**src/rtl/lswa_pkg.sv**
```systemverilog
// ----------------------------------------------------------------------------
// lswa_pkg
// Shared types and constants of the light sample window averager.
// ----------------------------------------------------------------------------
package lswa_pkg;

  localparam int SAMPLE_W   = 10;
  localparam int DIFF_W     = 11;
  localparam int SAMPLE_MAX = 1023;

  typedef logic [SAMPLE_W-1:0]        sample_t;
  typedef logic signed [DIFF_W-1:0]   diff_t;

  localparam sample_t RESET_LEVEL = sample_t'(600);

  // Default configuration of the block
  localparam int DEF_WINDOW      = 16;
  localparam int DEF_MEAN_DEPTH  = 8;
  localparam int DEF_MEAN_PERIOD = 4;
  localparam int DEF_PAST_LAG    = 5;

  // APB register file
  localparam int APB_ADDR_W = 3;
  localparam int APB_DATA_W = 32;

  typedef enum logic {
    REG_GRAY_THRESHOLD = 1'b0,
    REG_UNUSED         = 1'b1
  } reg_index_t;

endpackage

```
**src/rtl/lswa_intf.sv**
```systemverilog
// ----------------------------------------------------------------------------
// lswa channel interfaces
// Valid/ready channels for light samples in and averaged results out.
// ----------------------------------------------------------------------------
interface lswa_sample_if;
  import lswa_pkg::*;

  logic    valid;
  logic    ready;
  sample_t light_sample;

  modport source (output valid, output light_sample, input ready);
  modport sink (input valid, input light_sample, output ready);
endinterface

interface lswa_result_if;
  import lswa_pkg::*;

  logic    valid;
  logic    ready;
  sample_t newest_sample;
  diff_t   edge_difference;
  diff_t   past_difference;
  sample_t mean_of_means;

  modport source (
    output valid, output newest_sample, output edge_difference,
    output past_difference, output mean_of_means, input ready
  );
  modport sink (
    input valid, input newest_sample, input edge_difference,
    input past_difference, input mean_of_means, output ready
  );
endinterface

```
**src/rtl/light_sample_window_averager.sv**
```systemverilog
// ----------------------------------------------------------------------------
// light_sample_window_averager
// Sliding window of light samples with a decimated history of window means.
// ----------------------------------------------------------------------------
// One sample is taken per clock cycle unless the input is stalled by a full
// pipeline, and each sample yields one result through three register stages: the window shift
// and running sum, then the window mean (one constant reciprocal multiply)
// pushed into the running mean history, then the mean of means (a second
// reciprocal multiply). Each stage accepts a new item whenever its own
// register is empty or moving on, so samples keep flowing while a finished
// result waits for the consumer. The gray threshold is an APB register at
// byte address 0 (reset 600); write it only while no samples are in flight.
module light_sample_window_averager #(
  parameter int WINDOW      = lswa_pkg::DEF_WINDOW,
  parameter int MEAN_DEPTH  = lswa_pkg::DEF_MEAN_DEPTH,
  parameter int MEAN_PERIOD = lswa_pkg::DEF_MEAN_PERIOD,
  parameter int PAST_LAG    = lswa_pkg::DEF_PAST_LAG
) (
  input  logic                            clk,
  input  logic                            rst,
  input  logic                            psel,
  input  logic                            penable,
  input  logic                            pwrite,
  input  logic [lswa_pkg::APB_ADDR_W-1:0] paddr,
  input  logic [lswa_pkg::APB_DATA_W-1:0] pwdata,
  output logic [lswa_pkg::APB_DATA_W-1:0] prdata,
  output logic                            pready,
  lswa_sample_if.sink                     samples,
  lswa_result_if.source                   results
);
  import lswa_pkg::*;

  localparam int LAG_SAT  = (PAST_LAG > WINDOW - 1) ? WINDOW - 1 : PAST_LAG;
  localparam int PAST_TAP = WINDOW - LAG_SAT;
  localparam int PCNT_W   = (MEAN_PERIOD > 1) ? $clog2(MEAN_PERIOD) : 1;

  localparam int WSUM_W = $clog2(SAMPLE_MAX * WINDOW + 1);
  localparam int WDIV_SHIFT = WSUM_W + $clog2(WINDOW);
  localparam longint unsigned WDIV_MULT =
    ((64'd1 << WDIV_SHIFT) + WINDOW - 1) / WINDOW;
  localparam int WDIV_MULT_W = $clog2(WDIV_MULT + 1);
  localparam int WPROD_W = WSUM_W + WDIV_MULT_W;

  localparam int MSUM_W = $clog2(SAMPLE_MAX * MEAN_DEPTH + 1);
  localparam int MDIV_SHIFT = MSUM_W + $clog2(MEAN_DEPTH);
  localparam longint unsigned MDIV_MULT =
    ((64'd1 << MDIV_SHIFT) + MEAN_DEPTH - 1) / MEAN_DEPTH;
  localparam int MDIV_MULT_W = $clog2(MDIV_MULT + 1);
  localparam int MPROD_W = MSUM_W + MDIV_MULT_W;

  localparam logic [WSUM_W-1:0] WSUM_RESET = WSUM_W'(600 * WINDOW);
  localparam logic [MSUM_W-1:0] MSUM_RESET = MSUM_W'(600 * MEAN_DEPTH);
  localparam logic [WSUM_W-1:0] WSUM_MAX   = WSUM_W'(SAMPLE_MAX * WINDOW);
  localparam logic [MSUM_W-1:0] MSUM_MAX   = MSUM_W'(SAMPLE_MAX * MEAN_DEPTH);

  // Configuration
  sample_t gray_threshold;
  logic    cfg_write;

  // Architectural state
  sample_t             sample_history [WINDOW];
  logic [WSUM_W-1:0]   window_sum;
  logic [WSUM_W-1:0]   window_sum_next;
  sample_t             mean_history [MEAN_DEPTH];
  logic [MSUM_W-1:0]   mean_sum;
  logic [MSUM_W-1:0]   mean_sum_next;
  logic [PCNT_W-1:0]   period_count;

  // Pipeline stages
  logic    s1_valid, s2_valid, out_valid;
  sample_t s1_sample, s2_sample, out_sample;
  diff_t   s1_edge, s2_edge, out_edge;
  diff_t   s1_past, s2_past, out_past;
  logic    s1_take;
  sample_t out_mean;

  logic free3, free2, free1;
  logic load1, move12, move23;

  logic [WPROD_W-1:0] wdiv_prod;
  sample_t            window_mean;
  logic [MPROD_W-1:0] mdiv_prod;
  diff_t              edge_calc, past_calc;

  // APB register
  assign pready    = 1'b1;
  assign cfg_write = psel && penable && pwrite && pready &&
                     (reg_index_t'(paddr[2]) == REG_GRAY_THRESHOLD);
  assign prdata    = (reg_index_t'(paddr[2]) == REG_GRAY_THRESHOLD) ?
                     APB_DATA_W'(gray_threshold) : '0;

  always_ff @(posedge clk) begin
    if (rst) begin
      gray_threshold <= RESET_LEVEL;
    end else if (cfg_write) begin
      gray_threshold <= pwdata[SAMPLE_W-1:0];
    end
  end

  // Stage handshake: a stage loads when it is empty or its item moves on
  assign free3  = !out_valid || results.ready;
  assign free2  = !s2_valid || free3;
  assign free1  = !s1_valid || free2;
  assign load1  = samples.valid && free1;
  assign move12 = s1_valid && free2;
  assign move23 = s2_valid && free3;
  assign samples.ready = free1;

  // Stage 1: window shift, running sum, differences
  assign window_sum_next = window_sum - WSUM_W'(sample_history[0])
                           + WSUM_W'(samples.light_sample);
  assign edge_calc = diff_t'({1'b0, gray_threshold}) -
                     diff_t'({1'b0, samples.light_sample});
  assign past_calc = diff_t'({1'b0, sample_history[PAST_TAP]}) -
                     diff_t'({1'b0, samples.light_sample});

  always_ff @(posedge clk) begin
    if (rst) begin
      for (int i = 0; i < WINDOW; i++) begin
        sample_history[i] <= RESET_LEVEL;
      end
      window_sum   <= WSUM_RESET;
      period_count <= '0;
      s1_valid     <= 1'b0;
    end else begin
      if (load1) begin
        for (int i = 0; i < WINDOW - 1; i++) begin
          sample_history[i] <= sample_history[i+1];
        end
        sample_history[WINDOW-1] <= samples.light_sample;
        window_sum <= window_sum_next;
        if (period_count == PCNT_W'(MEAN_PERIOD - 1)) begin
          period_count <= '0;
        end else begin
          period_count <= period_count + PCNT_W'(1);
        end
        s1_valid <= 1'b1;
      end else if (move12) begin
        s1_valid <= 1'b0;
      end
    end
  end

  always_ff @(posedge clk) begin
    if (load1) begin
      s1_sample <= samples.light_sample;
      s1_edge   <= edge_calc;
      s1_past   <= past_calc;
      s1_take   <= (period_count == '0);
    end
  end

  // Stage 2: window mean into the mean history; window_sum belongs to s1's item
  assign wdiv_prod   = WPROD_W'(window_sum) * WPROD_W'(WDIV_MULT);
  assign window_mean = sample_t'(wdiv_prod >> WDIV_SHIFT);
  assign mean_sum_next = mean_sum - MSUM_W'(mean_history[0]) + MSUM_W'(window_mean);

  always_ff @(posedge clk) begin
    if (rst) begin
      for (int i = 0; i < MEAN_DEPTH; i++) begin
        mean_history[i] <= RESET_LEVEL;
      end
      mean_sum <= MSUM_RESET;
      s2_valid <= 1'b0;
    end else begin
      if (move12) begin
        if (s1_take) begin
          for (int i = 0; i < MEAN_DEPTH - 1; i++) begin
            mean_history[i] <= mean_history[i+1];
          end
          mean_history[MEAN_DEPTH-1] <= window_mean;
          mean_sum <= mean_sum_next;
        end
        s2_valid <= 1'b1;
      end else if (move23) begin
        s2_valid <= 1'b0;
      end
    end
  end

  always_ff @(posedge clk) begin
    if (move12) begin
      s2_sample <= s1_sample;
      s2_edge   <= s1_edge;
      s2_past   <= s1_past;
    end
  end

  // Stage 3: mean of the stored means into the result register
  assign mdiv_prod = MPROD_W'(mean_sum) * MPROD_W'(MDIV_MULT);

  always_ff @(posedge clk) begin
    if (rst) begin
      out_valid <= 1'b0;
    end else if (move23) begin
      out_valid <= 1'b1;
    end else if (results.ready) begin
      out_valid <= 1'b0;
    end
  end

  always_ff @(posedge clk) begin
    if (move23) begin
      out_sample <= s2_sample;
      out_edge   <= s2_edge;
      out_past   <= s2_past;
      out_mean   <= sample_t'(mdiv_prod >> MDIV_SHIFT);
    end
  end

  assign results.valid           = out_valid;
  assign results.newest_sample   = out_sample;
  assign results.edge_difference = out_edge;
  assign results.past_difference = out_past;
  assign results.mean_of_means   = out_mean;

  // Input stalls only when every stage holds an item and the result is stuck
  a_stall_full: assert property (@(posedge clk) disable iff (rst)
    !samples.ready |-> (s1_valid && s2_valid && out_valid && !results.ready))
    else $error("input stalled with a free pipeline stage");

  a_window_sum_range: assert property (@(posedge clk) disable iff (rst)
    window_sum <= WSUM_MAX)
    else $error("window sum out of range");

  a_mean_sum_range: assert property (@(posedge clk) disable iff (rst)
    mean_sum <= MSUM_MAX)
    else $error("mean history sum out of range");

endmodule

```
**src/flat_wrapper.sv**
```systemverilog
// flat-port wrapper written by rule: the top's interface ports become plain ports
module light_sample_window_averager_flat import lswa_pkg::*;
#(
  parameter int WINDOW      = lswa_pkg::DEF_WINDOW,
  parameter int MEAN_DEPTH  = lswa_pkg::DEF_MEAN_DEPTH,
  parameter int MEAN_PERIOD = lswa_pkg::DEF_MEAN_PERIOD,
  parameter int PAST_LAG    = lswa_pkg::DEF_PAST_LAG
)
  (clk, rst, psel, penable, pwrite, paddr, pwdata, prdata, pready, samples_valid, samples_light_sample, samples_ready, results_valid, results_newest_sample, results_edge_difference, results_past_difference, results_mean_of_means, results_ready);
  lswa_sample_if samples_i ();
  lswa_result_if results_i ();
  input  logic clk;
  input  logic rst;
  input  logic psel;
  input  logic penable;
  input  logic pwrite;
  input  logic [lswa_pkg::APB_ADDR_W-1:0] paddr;
  input  logic [lswa_pkg::APB_DATA_W-1:0] pwdata;
  output logic [lswa_pkg::APB_DATA_W-1:0] prdata;
  output logic pready;
  input wire logic [$bits(samples_i.valid)-1:0] samples_valid;
  input wire logic [$bits(samples_i.light_sample)-1:0] samples_light_sample;
  output wire logic [$bits(samples_i.ready)-1:0] samples_ready;
  output wire logic [$bits(results_i.valid)-1:0] results_valid;
  output wire logic [$bits(results_i.newest_sample)-1:0] results_newest_sample;
  output wire logic [$bits(results_i.edge_difference)-1:0] results_edge_difference;
  output wire logic [$bits(results_i.past_difference)-1:0] results_past_difference;
  output wire logic [$bits(results_i.mean_of_means)-1:0] results_mean_of_means;
  input wire logic [$bits(results_i.ready)-1:0] results_ready;
  assign samples_i.valid = samples_valid;
  assign samples_i.light_sample = samples_light_sample;
  assign samples_ready = samples_i.ready;
  assign results_valid = results_i.valid;
  assign results_newest_sample = results_i.newest_sample;
  assign results_edge_difference = results_i.edge_difference;
  assign results_past_difference = results_i.past_difference;
  assign results_mean_of_means = results_i.mean_of_means;
  assign results_i.ready = results_ready;
  light_sample_window_averager #(.WINDOW(WINDOW), .MEAN_DEPTH(MEAN_DEPTH), .MEAN_PERIOD(MEAN_PERIOD), .PAST_LAG(PAST_LAG)) u_core (.clk(clk), .rst(rst), .psel(psel), .penable(penable), .pwrite(pwrite), .paddr(paddr), .pwdata(pwdata), .prdata(prdata), .pready(pready), .samples(samples_i), .results(results_i));
endmodule
```
**config.mk**
```make
export PLATFORM = sky130hd
export DESIGN_NAME = light_sample_window_averager_flat
export DESIGN_NICKNAME = d
export VERILOG_FILES = /design/src/rtl/lswa_pkg.sv /design/src/rtl/lswa_intf.sv /design/src/rtl/light_sample_window_averager.sv /design/src/flat_wrapper.sv
export SDC_FILE = /design/constraint.sdc
export NUM_CORES = 1
export LEC_CHECK = 0
export ABC_AREA = 1
export BUFFER_PORTS_ARGS = -buffer_cell sky130_fd_sc_hd__buf_2
export CAP_MARGIN = 20
export CORE_ASPECT_RATIO = 0.8
export CORE_MARGIN = 2
export CORE_UTILIZATION = 45
export DETAILED_ROUTE_END_ITERATION = 10
export PLACE_DENSITY = 0.68
export SLEW_MARGIN = 20
export SYNTH_ARGS = -nofsm -noshare
export SYNTH_HDL_FRONTEND = slang
export SYNTH_SLANG_ARGS = --single-unit
```
**constraint.sdc**
```tcl
create_clock -name clk -period 3 [get_ports clk]
set_clock_uncertainty 0.1 [all_clocks]
set_input_delay 0.45 -clock clk [delete_from_list [all_inputs] [get_ports clk]]
set_output_delay 0.45 -clock clk [all_outputs]
set_load 0.01 [all_outputs]
```
==> key figures <==
Global routing
  – Largest net degree at the start of global routing: 147
  – Antenna violations before repair: 0
  – GRT Total Usage: 0.156
  – Vias in the first global route: 9220
  – Total grt overflow: 0
  – First-pass GRT wire length: 47300 µm

Place
  – RD Place Congestion: 0.864
  – HPWL Detailed: 19600 µm
  – Cells after DPL: 1997
  – PortBufs: 81
  – Worst slack at placement: 0.281 ns

Clock tree
  – Num CTS Buffers: 39
  – CTS tree: built
  – Sink Count: 389
  – H-Tree Level Count: 2
  – Root Buffer: clkbuf_16
  – Worst-path clk slew: 0.06 ns
  – Worst-Skew Late Latency: 0.53 ns
  – Clock Path Buffers: 3
  – Setup bufs post-CTS: 0

Floorplanning
  – Die W: 220 µm
  – Starting density of the core: 0.455
  – Row Count: 63
  – IO Count: 129
  – Die area: 0.0389 mm²
  – Die H: 177 µm
  – Core ar.: 0.0369 mm²

Final layout
  – Antenna diodes: 0
  – Final nets: 1677
  – Share of post-route cells with drive strength above 1: 0.138
  – Fill count: 3130
  – Most frequent cells in the layout: edfxtp_1 (347), inv_1 (305), nor2_1 (193)
  – Register area: 0.0113 mm²
  – Post-Layout Cell Count: 2071
  – Most common cell after layout, fill and taps aside: edfxtp_1
  – Area of the multi-input gates: 0.00411 mm²
  – Layout Area Growth over Synthesis: 13.3%

Synth
  – Synth unique cells: 40
  – Fraction of registers with async set/reset: 0
  – Cells after Synth: 1445
  – #FFs+latches synth: 389
  – Commonest register cell after synthesis: edfxtp_1
  – Top-area cell type share of the netlist area: 0.620
  – Post-synth EDFFs: 347
  – Syn avg cell area: 11.6 µm²
  – Mapped Area: 0.0168 mm²
  – Yosys top cell by area: edfxtp_1
  – Seq/Total Area, Yosys: 0.670
  – Synth Warn #: 0
  – Top cells by area, synth: edfxtp_1 (62%), inv_1 (6.8%), dfxtp_1 (5.0%)

Min path
  – Worst hold path class: input pin to flop
  – Hold Path Origin: samples_light_sample[4]
  – Worst hold endpoint: u_core.s1_sample[4]
  – Hold Path Cell Cnt: 1

STA
  – RSZ-0062 raised after global routing: false
  – Min Tclk post-route: 2.67 ns
  – Hold Violations, Final: 0
  – Setup tns final: 0 ns
  – Final setup violation count: 0
  – Least-Margin Pin Slew: 0.792 ns
  – Setup slack after layout: 0.331 ns
  – Slew Viols, Final: 0
  – Final worst path period share: 0.890
  – WHS: 0.0196 ns
  – Relative slew slack: 0.472
  – Max Clk Rate: 375 MHz

Setup path
  – Nature of the critical path startpoint: input pin
  – Crit-path slowest cell: fa_1
  – Reg-to-reg setup timing slack: 0.52 ns
  – Bufs and invs on worst path: 5
  – Worst path arrival time: 2.99 ns
  – CP required: 3.32 ns
  – Crit. Startpoint: samples_light_sample[7]
  – Crit Path Max Fanout: 5
  – Number of cells on the worst reg-to-reg path: 9
  – Crit Reg-Reg Startpoint: u_core.window_sum[5]
  – Crit path cell chain: dlygate4sd3_1 -> buf_2 -> inv_1 -> fa_1 -> inv_1 -> ha_1 -> nand2_1 -> nand2_1 -> a21oi_1 -> nand3_1 -> nand2_1 -> nand3_1 -> o21ai_0 -> inv_1
  – Setup CP Type: input pin to flop
  – CP max stage delay: 0.59 ns
  – R2R Path End: u_core.mean_sum[8]
  – CP top delay family: buffers and inverters
  – CP Capture Type: flop

Route
  – Final ANT Viol Nets: 0
  – DR pass1 iterations: 5
  – WL/cell: 14.3 µm
  – Routed vias: 9618
  – DRC errors left: 0
  – Drt total wl: 29500 µm
  – Via-per-instance ratio: 4.64
  – Initial DRC count: 642

Pwr
  – Peak VDD IR: 501 µV
  – Power Density: 746 mW/mm²
  – Static leakage: 7.70 nW

Status
  – Status: completed

Job
  – Max cap viols: 0
-- cells in the mapped netlist, types with 9 or more instances --
cell / instances
inv_1: 305
o21ai_0: 29
buf_4: 24
or2_1: 40
a21oi_1: 39
xor2_1: 12
nand3_1: 35
nor2_1: 193
or2_2: 49
nand2_1: 169
ha_1: 49
buf_2: 22
xnor2_1: 9
dfxtp_1: 42
fa_1: 22
edfxtp_1: 347
-- layout make-up --
type	count	share of cell area
clock buffer	55	0.0598
timing repair buffer	103	0.0330
sequential	389	0.592
clock inverter	16	0.00697
tap	487	0.0320
multi-input combinational	713	0.216
inverter	308	0.0609
-- cells by family after synthesis --
group	synth area share
flip-flops	0.670
buffers and inverters	0.0912
other	0.000447
AO/OA/AOI/OAI	0.0323
adder cells (fa/ha/maj)	0.0627
AND/OR/NAND/NOR	0.132
XOR/XNOR	0.0110
-- report_power, final --
group	leakage (nW)	internal, W	switching (W)
sequential	3.64	0.00634	0.000134
clock	0.622	0.00282	0.00194
combinational	3.43	0.00103	0.00194
total	7.70	0.0102	0.00401
-- state kept, by name, summed over array words and instances, names as in the netlist, 2 cells and up --
| signal | flops |
|---|---|
| u_core.mean_history | 80 |
| u_core.sample_history | 160 |
| u_core.mean_sum | 13 |
| u_core.period_count | 2 |
| u_core.gray_threshold | 10 |
| u_core.s2_sample | 10 |
| u_core.s1_edge | 11 |
| u_core.s1_sample | 10 |
| u_core.results.newest_sample | 10 |
| u_core.window_sum | 14 |
| u_core.results.past_difference | 11 |
| u_core.s1_past | 11 |
| u_core.s2_edge | 11 |
| u_core.results.mean_of_means | 10 |
| u_core.results.edge_difference | 11 |
| u_core.s2_past | 11 |
-- repair_timing --
item | in CTS | in global routing
endpoints found under the hold margin | 3 | 0
resized for setup | 0 | 0
hold buffers | 3 | 0
-- through the flow --
step | total power (W) | util | instance area (µm²)
2_1_floorplan | 0.00881 | - | 16900
3_3_place_gp | 0.00945 | 0.481 | 17700
3_5_place_dp | 0.00952 | 0.481 | 17700
4_1_cts | 0.0143 | 0.516 | 19000
5_1_grt | 0.0150 | 0.516 | 19000
6_report | 0.0142 | 0.516 | 19000
-- layer usage --
layer | vias up | wire (µm) | track usage
li1 | 4802 | - | -
met1 | 4568 | 14500 | 0.224
met2 | 207 | 12700 | 0.237
met3 | 41 | 1660 | 0.0326
met4 | 0 | 667 | 0.0509
met5 | - | 0 | 0
-- worst max-delay path by stage --
| stage | endpoint | depth (start not counted) |
|---|---|---|
| finish | u_core.window_sum[10] | 14 |
| global placement | u_core.window_sum[13] | 14 |
| floorplan | u_core.mean_sum[0] | 9 |
| detailed placement | u_core.window_sum[9] | 14 |
| global route | u_core.window_sum[10] | 14 |
| CTS | u_core.window_sum[10] | 13 |
Note: power is estimated with default switching activity, not from simulation.
